## config.mk

```make
export PLATFORM = sky130hd
export DESIGN_NAME = timer_heap_ready_scheduler_top
export DESIGN_NICKNAME = d
export VERILOG_FILES = /design/src/sv/ths_pkg.sv /design/src/sv/timer_heap_ready_scheduler_top.sv
export SDC_FILE = /design/constraint.sdc
export NUM_CORES = 2
export LEC_CHECK = 0
export BUFFER_PORTS_ARGS = -buffer_cell sky130_fd_sc_hd__buf_4
export CAP_MARGIN = 40
export CORE_MARGIN = 8
export CORE_UTILIZATION = 42
export DETAILED_ROUTE_END_ITERATION = 8
export HOLD_SLACK_MARGIN = 0.02
export SLEW_MARGIN = 5
export SYNTH_ARGS = -nofsm -noshare
export SYNTH_HDL_FRONTEND = slang
export SYNTH_SLANG_ARGS = --single-unit
```

## constraint.sdc

```tcl
create_clock -name clk -period 9.5 [get_ports clk]
set_input_delay 1.425 -clock clk [delete_from_list [all_inputs] [get_ports clk]]
set_output_delay 1.425 -clock clk [all_outputs]
set_load 0.01 [all_outputs]
```

## src/sv/ths_pkg.sv

```systemverilog
// ----------------------------------------------------------------------------
// ths_pkg
// Types and codes shared by the timer heap / ready scheduler.
// ----------------------------------------------------------------------------
package ths_pkg;

  localparam int unsigned MAX_RESULTS  = 16;
  localparam int unsigned HANDLE_WIDTH = 16;
  localparam int unsigned TIME_WIDTH   = 32;

  typedef enum logic [1:0] {
    OP_POST     = 2'd0,
    OP_SCHEDULE = 2'd1,
    OP_RUN      = 2'd2,
    OP_NONE     = 2'd3
  } op_t;

  typedef enum logic [1:0] {
    ST_ACCEPTED = 2'd0,
    ST_FULL     = 2'd1,
    ST_RESUME   = 2'd2,
    ST_IDLE     = 2'd3
  } status_t;

  typedef struct packed {
    logic [1:0]              operation;
    logic [HANDLE_WIDTH-1:0] task_handle;
    logic [TIME_WIDTH-1:0]   deadline;
    logic [TIME_WIDTH-1:0]   now_time;
  } in_item_t;

  typedef struct packed {
    logic [HANDLE_WIDTH-1:0] out_handle;
    logic [1:0]              status;
    logic                    last;
  } out_item_t;

  typedef enum logic [3:0] {
    S_IDLE,
    S_INS_RD,
    S_INS_CMP,
    S_RUN_CHK,
    S_POP_LAST,
    S_SIFT_RD,
    S_SIFT_CMP,
    S_EMIT_RD,
    S_EMIT,
    S_RESP
  } state_t;

endpackage

```

## src/sv/timer_heap_ready_scheduler_top.sv

```systemverilog
// ----------------------------------------------------------------------------
// timer_heap_ready_scheduler_top
// Timer min-heap and ready FIFO scheduler, both held in block memories.
// ----------------------------------------------------------------------------
// Usage:
//   in_* channel takes one item: post (append handle to ready FIFO), schedule
//   (insert timer into the heap) or run (move expired timers to the FIFO,
//   then emit the ready handles). out_* channel returns result items; the
//   final result of each input item carries last. Operation code 3 is
//   dropped without a result.
//   Post answers straight from idle. Schedule compares up to log2
//   TIMER_DEPTH parents, a read and a compare step each. Run pops each
//   expired timer and sifts the moved element down level by level, then
//   emits the ready handles one by one.
//   The heap is one memory with one read port; each compare/swap needs a
//   read step and a compare step, which sets the rate.
//   One item is worked at a time; in_stall is high while busy.
//   Results leave through one output register; a stalled receiver simply
//   holds the sequencer until the result is taken.
//   Reset clears the counts and sequence; memory contents stay undefined
//   and are never read before written.
// ----------------------------------------------------------------------------
module timer_heap_ready_scheduler_top #(
  parameter int unsigned TIMER_DEPTH  = 16,
  parameter int unsigned READY_DEPTH  = 16
) (
  input  logic               clk,
  input  logic               rst_n,
  input  logic               in_valid,
  output logic               in_stall,
  input  ths_pkg::in_item_t  in_item,
  output logic               out_valid,
  input  logic               out_stall,
  output ths_pkg::out_item_t out_item
);

  localparam int unsigned HANDLE_WIDTH = ths_pkg::HANDLE_WIDTH;
  localparam int unsigned TIME_WIDTH   = ths_pkg::TIME_WIDTH;
  localparam int unsigned TA = (TIMER_DEPTH > 1) ? $clog2(TIMER_DEPTH) : 1;
  localparam int unsigned RA = (READY_DEPTH > 1) ? $clog2(READY_DEPTH) : 1;
  localparam int unsigned TC = $clog2(TIMER_DEPTH + 1);
  localparam int unsigned RC = $clog2(READY_DEPTH + 1);

  typedef struct packed {
    logic [TIME_WIDTH-1:0]   dl;
    logic [HANDLE_WIDTH-1:0] hd;
    logic [31:0]             sq;
  } ent_t;

  // Heap memory: one write, one read port, registered read.
  // A read of the entry written in the same cycle returns the new data.
  ent_t                  heap_mem [TIMER_DEPTH];
  logic                  hw_en;
  logic [TA-1:0]         hw_addr;
  ent_t                  hw_data;
  logic [TA-1:0]         hr_addr;
  ent_t                  hr_data_r;

  always_ff @(posedge clk) begin
    if (hw_en) begin
      heap_mem[hw_addr] <= hw_data;
    end
    if (hw_en && hw_addr == hr_addr) begin
      hr_data_r <= hw_data;
    end else begin
      hr_data_r <= heap_mem[hr_addr];
    end
  end

  // Ready FIFO memory.
  logic [HANDLE_WIDTH-1:0] rdy_mem [READY_DEPTH];
  logic                    rw_en;
  logic [RA-1:0]           rw_addr;
  logic [HANDLE_WIDTH-1:0] rw_data;
  logic [RA-1:0]           rr_addr;
  logic [HANDLE_WIDTH-1:0] rr_data_r;

  always_ff @(posedge clk) begin
    if (rw_en) begin
      rdy_mem[rw_addr] <= rw_data;
    end
    rr_data_r <= rdy_mem[rr_addr];
  end

  ths_pkg::state_t state_r, state_nxt;
  logic [TC-1:0]   hcnt_r, hcnt_nxt;
  logic [31:0]     seq_r, seq_nxt;
  logic [RA-1:0]   rhead_r, rhead_nxt;
  logic [RC-1:0]   rcnt_r, rcnt_nxt;
  ths_pkg::in_item_t req_r, req_nxt;
  ent_t            cur_r, cur_nxt;     // element being sifted
  ent_t            top_r, top_nxt;     // left child (sift-down)
  logic [TA-1:0]   pos_r, pos_nxt;
  logic            lsel_r, lsel_nxt;   // sift-down: left child read pending
  logic [4:0]      nemit_r, nemit_nxt; // handles left to emit
  logic            ov_r, ov_nxt;
  ths_pkg::out_item_t oi_r, oi_nxt;

  // Ordering: deadline, then serial-number sequence.
  function automatic logic ent_before(ent_t a, ent_t b);
    logic [31:0] d;
    d = a.sq - b.sq;
    if (a.dl != b.dl) return a.dl < b.dl;
    return d[31];
  endfunction

  logic [TA:0] lchild, rchild;
  logic [TA-1:0] parent;
  logic [RA:0] tail_sum;
  logic [RA-1:0] rtail;
  logic [RC-1:0] rc_ext;
  assign lchild = {pos_r, 1'b1};
  assign rchild = {pos_r, 1'b1} + (TA+1)'(1);
  assign parent = TA'((pos_r - TA'(1)) >> 1);
  // Tail wraps by one compare and subtract.
  assign tail_sum = {1'b0, rhead_r} + (RA+1)'(rcnt_r);
  assign rtail  = (tail_sum >= (RA+1)'(READY_DEPTH)) ?
                  RA'(tail_sum - (RA+1)'(READY_DEPTH)) : RA'(tail_sum);
  assign rc_ext = rcnt_r;

  always_comb begin
    state_nxt = state_r;
    hcnt_nxt  = hcnt_r;
    seq_nxt   = seq_r;
    rhead_nxt = rhead_r;
    rcnt_nxt  = rcnt_r;
    req_nxt   = req_r;
    cur_nxt   = cur_r;
    top_nxt   = top_r;
    pos_nxt   = pos_r;
    lsel_nxt  = lsel_r;
    nemit_nxt = nemit_r;
    ov_nxt    = ov_r;
    oi_nxt    = oi_r;
    hw_en = 1'b0; hw_addr = pos_r; hw_data = cur_r;
    hr_addr = parent;
    rw_en = 1'b0; rw_addr = rtail; rw_data = req_r.task_handle[HANDLE_WIDTH-1:0];
    rr_addr = rhead_r;
    in_stall = 1'b1;

    if (ov_r && !out_stall) ov_nxt = 1'b0;

    unique case (state_r)
      ths_pkg::S_IDLE: begin
        in_stall = ov_r;
        if (in_valid && !ov_r) begin
          req_nxt = in_item;
          unique case (in_item.operation)
            ths_pkg::OP_POST: begin
              if (rcnt_r >= RC'(READY_DEPTH)) begin
                oi_nxt = '{16'd0, ths_pkg::ST_FULL, 1'b1};
              end else begin
                rw_en = 1'b1;
                rw_data = in_item.task_handle[HANDLE_WIDTH-1:0];
                rcnt_nxt = rcnt_r + RC'(1);
                oi_nxt = '{16'd0, ths_pkg::ST_ACCEPTED, 1'b1};
              end
              state_nxt = ths_pkg::S_RESP;
            end
            ths_pkg::OP_SCHEDULE: begin
              if (hcnt_r >= TC'(TIMER_DEPTH)) begin
                oi_nxt = '{16'd0, ths_pkg::ST_FULL, 1'b1};
                state_nxt = ths_pkg::S_RESP;
              end else begin
                cur_nxt = '{in_item.deadline[TIME_WIDTH-1:0],
                            in_item.task_handle[HANDLE_WIDTH-1:0], seq_r};
                seq_nxt = seq_r + 32'd1;
                pos_nxt = TA'(hcnt_r);
                hcnt_nxt = hcnt_r + TC'(1);
                oi_nxt = '{16'd0, ths_pkg::ST_ACCEPTED, 1'b1};
                state_nxt = ths_pkg::S_INS_RD;
              end
            end
            ths_pkg::OP_RUN: begin
              hr_addr = '0;
              state_nxt = ths_pkg::S_RUN_CHK;
            end
            default: ;
          endcase
        end
      end
      ths_pkg::S_INS_RD: begin
        if (pos_r == '0) begin
          hw_en = 1'b1;
          state_nxt = ths_pkg::S_RESP;
        end else begin
          hr_addr = parent;
          state_nxt = ths_pkg::S_INS_CMP;
        end
      end
      ths_pkg::S_INS_CMP: begin
        if (ent_before(cur_r, hr_data_r)) begin
          hw_en = 1'b1; hw_data = hr_data_r;
          pos_nxt = parent;
          state_nxt = ths_pkg::S_INS_RD;
        end else begin
          hw_en = 1'b1;
          state_nxt = ths_pkg::S_RESP;
        end
      end
      ths_pkg::S_RUN_CHK: begin
        // hr_data_r holds root
        if (hcnt_r != '0 && hr_data_r.dl <= req_r.now_time[TIME_WIDTH-1:0]
            && rcnt_r < RC'(READY_DEPTH)) begin
          rw_en = 1'b1; rw_data = hr_data_r.hd;
          rcnt_nxt = rcnt_r + RC'(1);
          hcnt_nxt = hcnt_r - TC'(1);
          hr_addr = TA'(hcnt_r - TC'(1));
          state_nxt = ths_pkg::S_POP_LAST;
        end else begin
          nemit_nxt = (rc_ext > RC'(ths_pkg::MAX_RESULTS)) ?
                      5'(ths_pkg::MAX_RESULTS) : 5'(rc_ext);
          if (rcnt_r == '0) begin
            oi_nxt = '{16'd0, ths_pkg::ST_IDLE, 1'b1};
            state_nxt = ths_pkg::S_RESP;
          end else begin
            state_nxt = ths_pkg::S_EMIT_RD;
          end
        end
      end
      ths_pkg::S_POP_LAST: begin
        // hr_data_r = last element, becomes sifted element at root
        cur_nxt = hr_data_r;
        pos_nxt = '0;
        if (hcnt_r == '0) begin
          hr_addr = '0;
          state_nxt = ths_pkg::S_RUN_CHK;
        end else begin
          hr_addr = TA'(1);
          lsel_nxt = 1'b0;
          state_nxt = ths_pkg::S_SIFT_RD;
        end
      end
      ths_pkg::S_SIFT_RD: begin
        // issue read of left child (right child is read from S_SIFT_CMP)
        if ((TC+1)'(lchild) >= (TC+1)'(hcnt_r)) begin
          hw_en = 1'b1;
          hr_addr = '0;
          state_nxt = ths_pkg::S_RUN_CHK;
        end else if (!lsel_r) begin
          hr_addr = TA'(lchild);
          lsel_nxt = 1'b1;
          state_nxt = ths_pkg::S_SIFT_CMP;
        end
      end
      ths_pkg::S_SIFT_CMP: begin
        if (lsel_r) begin
          // left child arrived
          top_nxt = hr_data_r;
          lsel_nxt = 1'b0;
          if ((TC+1)'(rchild) < (TC+1)'(hcnt_r)) begin
            hr_addr = TA'(rchild);
            // stay in this state until the right child arrives
          end else begin
            if (ent_before(hr_data_r, cur_r)) begin
              hw_en = 1'b1; hw_data = hr_data_r;
              pos_nxt = TA'(lchild);
              state_nxt = ths_pkg::S_SIFT_RD;
            end else begin
              hw_en = 1'b1;
              hr_addr = '0;
              state_nxt = ths_pkg::S_RUN_CHK;
            end
          end
        end else begin
          // right child in hr_data_r, left in top_r; right is checked
          // against the smaller of left and the sifted element
          if (ent_before(top_r, cur_r) ? ent_before(hr_data_r, top_r)
                                       : ent_before(hr_data_r, cur_r)) begin
            hw_en = 1'b1; hw_data = hr_data_r;
            pos_nxt = TA'(rchild);
            state_nxt = ths_pkg::S_SIFT_RD;
          end else if (ent_before(top_r, cur_r)) begin
            hw_en = 1'b1; hw_data = top_r;
            pos_nxt = TA'(lchild);
            state_nxt = ths_pkg::S_SIFT_RD;
          end else begin
            hw_en = 1'b1;
            hr_addr = '0;
            state_nxt = ths_pkg::S_RUN_CHK;
          end
        end
      end
      ths_pkg::S_EMIT_RD: begin
        rr_addr = rhead_r;
        if (!ov_r || !out_stall) state_nxt = ths_pkg::S_EMIT;
      end
      ths_pkg::S_EMIT: begin
        if (!ov_r || !out_stall) begin
          ov_nxt = 1'b1;
          oi_nxt.out_handle = 16'(rr_data_r);
          oi_nxt.status = ths_pkg::ST_RESUME;
          oi_nxt.last = (nemit_r == 5'd1);
          rhead_nxt = (rhead_r == RA'(READY_DEPTH - 1)) ? '0 : rhead_r + RA'(1);
          rcnt_nxt = rcnt_r - RC'(1);
          nemit_nxt = nemit_r - 5'd1;
          rr_addr = rhead_nxt;
          state_nxt = (nemit_r == 5'd1) ? ths_pkg::S_IDLE : ths_pkg::S_EMIT_RD;
        end
      end
      ths_pkg::S_RESP: begin
        if (!ov_r || !out_stall) begin
          ov_nxt = 1'b1;
          state_nxt = ths_pkg::S_IDLE;
        end
      end
      default: state_nxt = ths_pkg::S_IDLE;
    endcase
  end

  always_ff @(posedge clk) begin
    if (!rst_n) begin
      state_r <= ths_pkg::S_IDLE;
      hcnt_r  <= '0;
      seq_r   <= '0;
      rhead_r <= '0;
      rcnt_r  <= '0;
      ov_r    <= 1'b0;
      lsel_r  <= 1'b0;
      nemit_r <= '0;
    end else begin
      state_r <= state_nxt;
      hcnt_r  <= hcnt_nxt;
      seq_r   <= seq_nxt;
      rhead_r <= rhead_nxt;
      rcnt_r  <= rcnt_nxt;
      ov_r    <= ov_nxt;
      lsel_r  <= lsel_nxt;
      nemit_r <= nemit_nxt;
    end
    req_r <= req_nxt;
    cur_r <= cur_nxt;
    top_r <= top_nxt;
    pos_r <= pos_nxt;
    oi_r  <= oi_nxt;
  end

  assign out_valid = ov_r;
  assign out_item  = oi_r;

`ifndef SYNTHESIS
  a_hcnt_bound: assert property (@(posedge clk) disable iff (!rst_n)
    hcnt_r <= TC'(TIMER_DEPTH)) else $error("heap count overflow");
  a_rcnt_bound: assert property (@(posedge clk) disable iff (!rst_n)
    rcnt_r <= RC'(READY_DEPTH)) else $error("ready count overflow");
  a_hold: assert property (@(posedge clk) disable iff (!rst_n)
    out_valid && out_stall |=> out_valid && $stable(out_item))
    else $error("result changed while stalled");
  a_busy: assert property (@(posedge clk) disable iff (!rst_n)
    state_r != ths_pkg::S_IDLE |-> in_stall) else $error("accepted while busy");
`endif

endmodule

```

; ---- Word-level counts from Yosys, hierarchy flattened
; Memories as Yosys holds them, arrays and structs flattened. A register that Yosys moved wholly into a read port is not among the register bits.
; Cells that the tools add are included.
[classes]
n_addsub = 15
n_lt_le_gt_ge = 12
eq_ne = 37
mux = 147
bitwise_logic = 1
reduce_logical = 31
[op_table]
columns = cell, count
row1 = $mux 80, 9
row2 = $pmux 80 s2, 2
row3 = $lt 32x32->1, 4
row4 = $ne 32x32->1, 4
row5 = $sub 32x32->32, 4
row6 = $mux 4, 31
row7 = $mux 19, 4
row8 = $mux 16, 4
row9 = $mux 1, 60
row10 = $mux 5, 12
row11 = $pmux 19 s3, 1
row12 = $pmux 4 s10, 1
row13 = $pmux 19 s2, 1
row14 = $add 32x1->32 const B, 1
row15 = $le 32x32->1, 1
row16 = $pmux 16 s2, 1
row17 = $mux 3, 10
row18 = $ne 2x2->1 const B, 12
row19 = $pmux 4 s5, 1
row20 = $pmux 5 s2, 2
row21 = $eq 4x3->1 const B, 4
row22 = $pmux 4 s4, 1
row23 = $add 5x1->5 const B, 3
row24 = $ge 5x5->1 const B, 3
row25 = 44 further kinds, 67
[totals]
regBits = 288
ramBits = 1536
input_bits = 86
out_inout_bits = 21
word_cells = 265
memories = 2
[mem_list]
columns = name, words, width, rd, rd_ports_with_merged_regs, write_ports, line
row1 = heap_mem, 16, 80, 1, 1, 1, timer_heap_ready_scheduler_top.sv:52  ; ent_t heap_mem [TIMER_DEPTH];
row2 = rdy_mem, 16, 16, 1, 1, 1, timer_heap_ready_scheduler_top.sv:71  ; logic [HANDLE_WIDTH-1:0] rdy_mem [READY_DEPTH];

; ---- Logic depth before layout (Yosys ltp)
[logic_depth]
depth_word = 19
ltp_mapped = 21
depth_no_buf = 14

; ---- Worst setup path after synthesis
; Ideal clock, no wire load.
[synth_timing]
kind = reg-to-reg
startpoint = register pos_r[0], in the netlist hw_addr[0]
endpoint = memory heap_mem[3][0] (netlist bit) (enable)
arrival_time_ps = 7626
required_time_ps = 8884
slack_ps = 1258
path_stages_with_launch = 13
path_buffers = 0
path_cell_list = edfxtp_1 -> inv_1 -> ha_1 -> nand2b_1 -> a21boi_0 -> o21a_1 -> o21ai_0 -> nand2b_1 -> a21oi_1 -> o22a_1 -> o21ai_0 -> nand2_1 -> nor3_1
[synth_between]
elab_chain_cells = 7
word_cells_on_any_way = 11
classes_between = add/sub (1) / order compare (2) / mux (7) / reduce/logical (1)
[synth_lines]
columns = element, line
row1 = from (decl), timer_heap_ready_scheduler_top.sv:93  ; logic [TA-1:0] pos_r, pos_nxt;
row2 = from (signal assigned), timer_heap_ready_scheduler_top.sv:334  ; pos_r <= pos_nxt;
row3 = $add 5x1->5, timer_heap_ready_scheduler_top.sv:113  ; assign rchild = {pos_r, 1'b1} + (TA+1)'(1);
row4 = $lt 5x5->1, timer_heap_ready_scheduler_top.sv:251  ; if ((TC+1)'(rchild) < (TC+1)'(hcnt_r)) begin
row5 = $mux 1, timer_heap_ready_scheduler_top.sv:251
row6 = $mux 1, timer_heap_ready_scheduler_top.sv:247  ; if (lsel_r) begin
row7 = $pmux 1 s4, timer_heap_ready_scheduler_top.sv:143  ; unique case (state_r)
row8 = $mux 1, timer_heap_ready_scheduler_top.sv:60  ; if (hw_en) begin
row9 = $mux 1 (implied by the code), timer_heap_ready_scheduler_top.sv:61  ; heap_mem[hw_addr] <= hw_data;
row10 = to (decl), timer_heap_ready_scheduler_top.sv:52
; Several ways; a longest one is shown, not always the timed one.

==> impl_summary.txt <==
----------------------------------------------------
[Final layout]
  Net count of the finished layout ... approximately 5600
  Post-route non-filler standard cell count ... 7894
  Footprint of the multi-input gates ... around 25000 µm²
  Sequential cell area ... roughly 55000 µm²
  Share of final-layout standard cells stronger than drive strength 1 ... 0.220
  Post-synthesis to final-layout area growth ... 14.0%
  Most common library cell in the layout ignoring fill and taps ... edfxtp_1
  Post-layout utilization of the core ... 0.481
  Final design area excluding fillers ... approximately 93000 µm²
  Most used cells in the layout excluding fill and tap cells ... 1767 x edfxtp_1, 447 x mux4_2, 338 x a21oi_1
  Number of filler cells placed in the layout ... about 16000

[STA]
  Worst-margin pin slew ... 1.03 ns
  Sum of negative setup slack ... 0 ns
  Worst slew margin ... 0.313
  Worst setup skew after layout ... between 0.04 and 0.05 ns
  Min Tclk post-route ... 7.63 ns
  Highest achievable clock rate ... 131 MHz
  Period Utilization, post-route ... 0.803
  Unrepaired setup endpoints after global routing ... no
  Max Slew Vio Count ... 0
  Endpoints failing hold ... 0
  Total of endpoints with negative setup slack in the final report ... 0

[Worst hold path]
  Kind of path behind the tightest hold check ... reg2reg

[Synth]
  Count of distinct cell types in the synthesized netlist ... about 80
  Number of warnings reported in the yosys synthesis log ... 0
  Main flop type after synthesis ... edfxtp_1
  Post-synthesis sequential area ratio ... 0.667
  Netlist area before placement ... 81800 µm²
  Post-synthesis async set-or-reset flop share ... 0
  Net Count, Synth ... ~5300
  Number of standard cells after synthesis ... between 4000 and 5000
  Number of synthesized register bits ... roughly 1800
  Number of flops mapped to enable cells by yosys ... roughly 1800
  Post-Synthesis Mean Instance Area ... ~16 µm²

[Detailed routing]
  Number of vias in the routed layout ... around 49000
  DR top layer ... met4
  Detailed Route Iter0 Violations ... 5486
  Detailed route wirelength on metal3 ... roughly 16 mm
  Via density per instance ... a little over 6
  Total length of routed met2 wires ... between 100 and 150 mm
  DRT met1 WL ... 93.8 mm
  Average routed wire per standard cell ... between 20 and 30 µm
  Post-route ant nets ... 0
  Post-route DRC ... 0
  Final wirelength ... 229 mm
  Number of detailed-routing iterations run before antenna repair ... 6

[Placed design]
  I/O Buffers ... 106
  Standard cell area after detailed placement ... 87000 µm²
  Total half-perimeter wirelength after legalization and detailed placement ... roughly 140 mm
  Inst Count DP ... 7526
  Final RePlAce weighted congestion ... just under 0.9

[Clocking]
  Max Root-Sink Buffers ... 3
  Library cell used as clock root buffer ... clkbuf_16
  Resize count post-CTS ... 0
  Postcts setup bufs ... 0
  Number of buffers created by CTS ... about 190
  Clk pin slew, worst setup/hold paths ... roughly 0.060 ns
  Clock tree from TritonCTS ... built
  Deepest level of the CTS H-tree ... 4
  Clock latency of the later-clocked register in the worst-skew pair ... 0.85 ns
  Number of hold buffers added after CTS ... 0
  Clk sink count ... approximately 1800

[Floorplan]
  Die Footprint ... between 200000 and 250000 µm²
  Initial cell density of the core ... 0.421
  Die Y-Extent ... around 460 µm
  Horizontal die dimension ... around 460 µm
  Number of core rows ... approximately 160
  Number of primary I/O pins ... 107
  Floorplan core area ... 194000 µm²

[Global routing]
  Number of antenna violations at the first check in global routing ... 5
  Gr usage total ... 0.213
  Via count of the first global-routing pass ... approximately 49000
  Wire length of the first global-routing pass ... ~340 mm
  Maximum number of pins on one net before global-route repair ... 73
  Global route total overflow ... 0

[Critical path]
  Crit path required time ... 10.15 ns
  Startpoint kind of the worst setup timing path ... flop
  Critical Path Fanout Max ... between 50 and 60
  Classification of the worst setup path ... reg2reg
  Data arrival, critical path ... 8.28 ns
  Nature of the critical path endpoint ... flop

[Status]
  Outcome ... completed

[Power and ir drop]
  Total power divided by cell area ... about 330 nW/µm²
  Pleak ... around 31 nW
  Worst IR Drop VDD ... about 0.41 mV

[Job]
  Number of maximum-capacitance violations ... 0

----------------------------------------------------
[layer usage]
metal  GRT usage  vias up
li1            -    20636
met1       0.288    25339
met2       0.355     2102
met3      0.0347      431
met4      0.0689        0
met5           0        -
[path summary, 6_finish.rpt]
| check | startpoint | end | slack (ns) | depth (start not counted) |
|---|---|---|---|---|
| min reg2reg | seq_r[26] | seq_r[26] | 0.51 | 2 |
| max | flop | heap_mem[8][31] | 1.87 | 17 |
| max reg2reg | flop | heap_mem[8][31] | 1.87 | 17 |
| min | seq_r[26] | seq_r[26] | 0.51 | 2 |
[synthesized netlist by cell type, types with 31 or more instances]
cell         n  area share
edfxtp_1  1767        0.65
a221oi_1    35      0.0037
o21ai_0    201       0.012
o221ai_1    31      0.0033
nand2_1    223       0.010
clkbuf_1   205      0.0094
inv_1      233       0.011
nand4_1     68      0.0052
nor2_1     117      0.0054
mux2_2      52      0.0072
o31a_1      37      0.0040
ha_1       273       0.042
a22oi_1     68      0.0062
nand3_1     87      0.0053
a21oi_1    340       0.021
buf_1       49      0.0022
buf_2       31      0.0019
a211oi_1    32      0.0029
a221o_1     68      0.0083
mux4_2     447        0.12
mux2i_1     42      0.0051
dfxtp_1     77       0.019
nor3_1      79      0.0048
a21o_1      39      0.0036
[flip-flops by register name, summed over array words and instances (netlist names), named ones only]
| signal | cells |
|---|---|
| rc_ext | 5 |
| heap_mem | 1280 |
| rdy_mem | 256 |
| cur_r | 80 |
| lsel_r | 1 |
| out_valid | 1 |
| state_r | 4 |
| nemit_r | 5 |
| top_r | 80 |
| hw_addr | 4 |
| rr_data_r | 16 |
| seq_r | 32 |
| rhead_r | 4 |
| hcnt_r | 5 |
| out_item | 19 |
| req_r | 48 |
[metrics by stage]
stage               setup WS, ns  total power [mW]  hold slack, ns
floorplan                   1.26              19.1           0.467
finish                      1.87              30.6           0.508
global route                1.66              32.0           0.531
detailed placement          1.79              23.3           0.493
global placement            1.71              23.0           0.484
CTS                         1.75              30.7           0.505
[final cells by class]
type / count / area share
flip-flops and latches: 1844 / 0.585
multi-input cells: 2596 / 0.273
clock buffers: 225 / 0.0523
well taps: 2542 / 0.0341
repair buffers: 328 / 0.0324
clock inverters: 117 / 0.0134
inverters: 236 / 0.00949
diodes: 6 / 0.000161
[cells by family after synthesis]
| logic type | Yosys count | synth area share |
|---|---|---|
| and+or+nand+nor | 722 | 0.0432 |
| xor gates and xnor gates | 48 | 0.00514 |
| DFF | 1844 | 0.667 |
| adders and majority gates | 275 | 0.0422 |
| muxes | 543 | 0.136 |
| AOI/OAI and AO/OA | 1008 | 0.0813 |
| buffers and inverters | 529 | 0.0253 |
[critical path, cell delays in order, from the launching register on]
cell and delay [ns]:
dfxtp_4 0.76, buf_12 0.42, mux4_2 0.55, mux4_2 0.57, ha_1 0.37, nand4_1 0.24
nor3_1 0.62, nand4_1 0.27, o41ai_1 0.70, a2111oi_4 0.13, xnor2_1 0.19, o22ai_2 0.11
buf_4 0.36, a21o_4 0.50, buf_4 0.61, o221ai_1 0.22, a22oi_1 0.41, buf_4 0.28
[report_power, final]
part | switching, mW | leakage, nW | total [mW] | internal (mW)
logic | 7.46 | 11.6 | 11.6 | 4.19
clock network | 3.18 | 3.01 | 7.37 | 4.18
registers | 0.420 | 16.7 | 11.6 | 11.2
No activity file was read; power rests on OpenSTA's default activity.
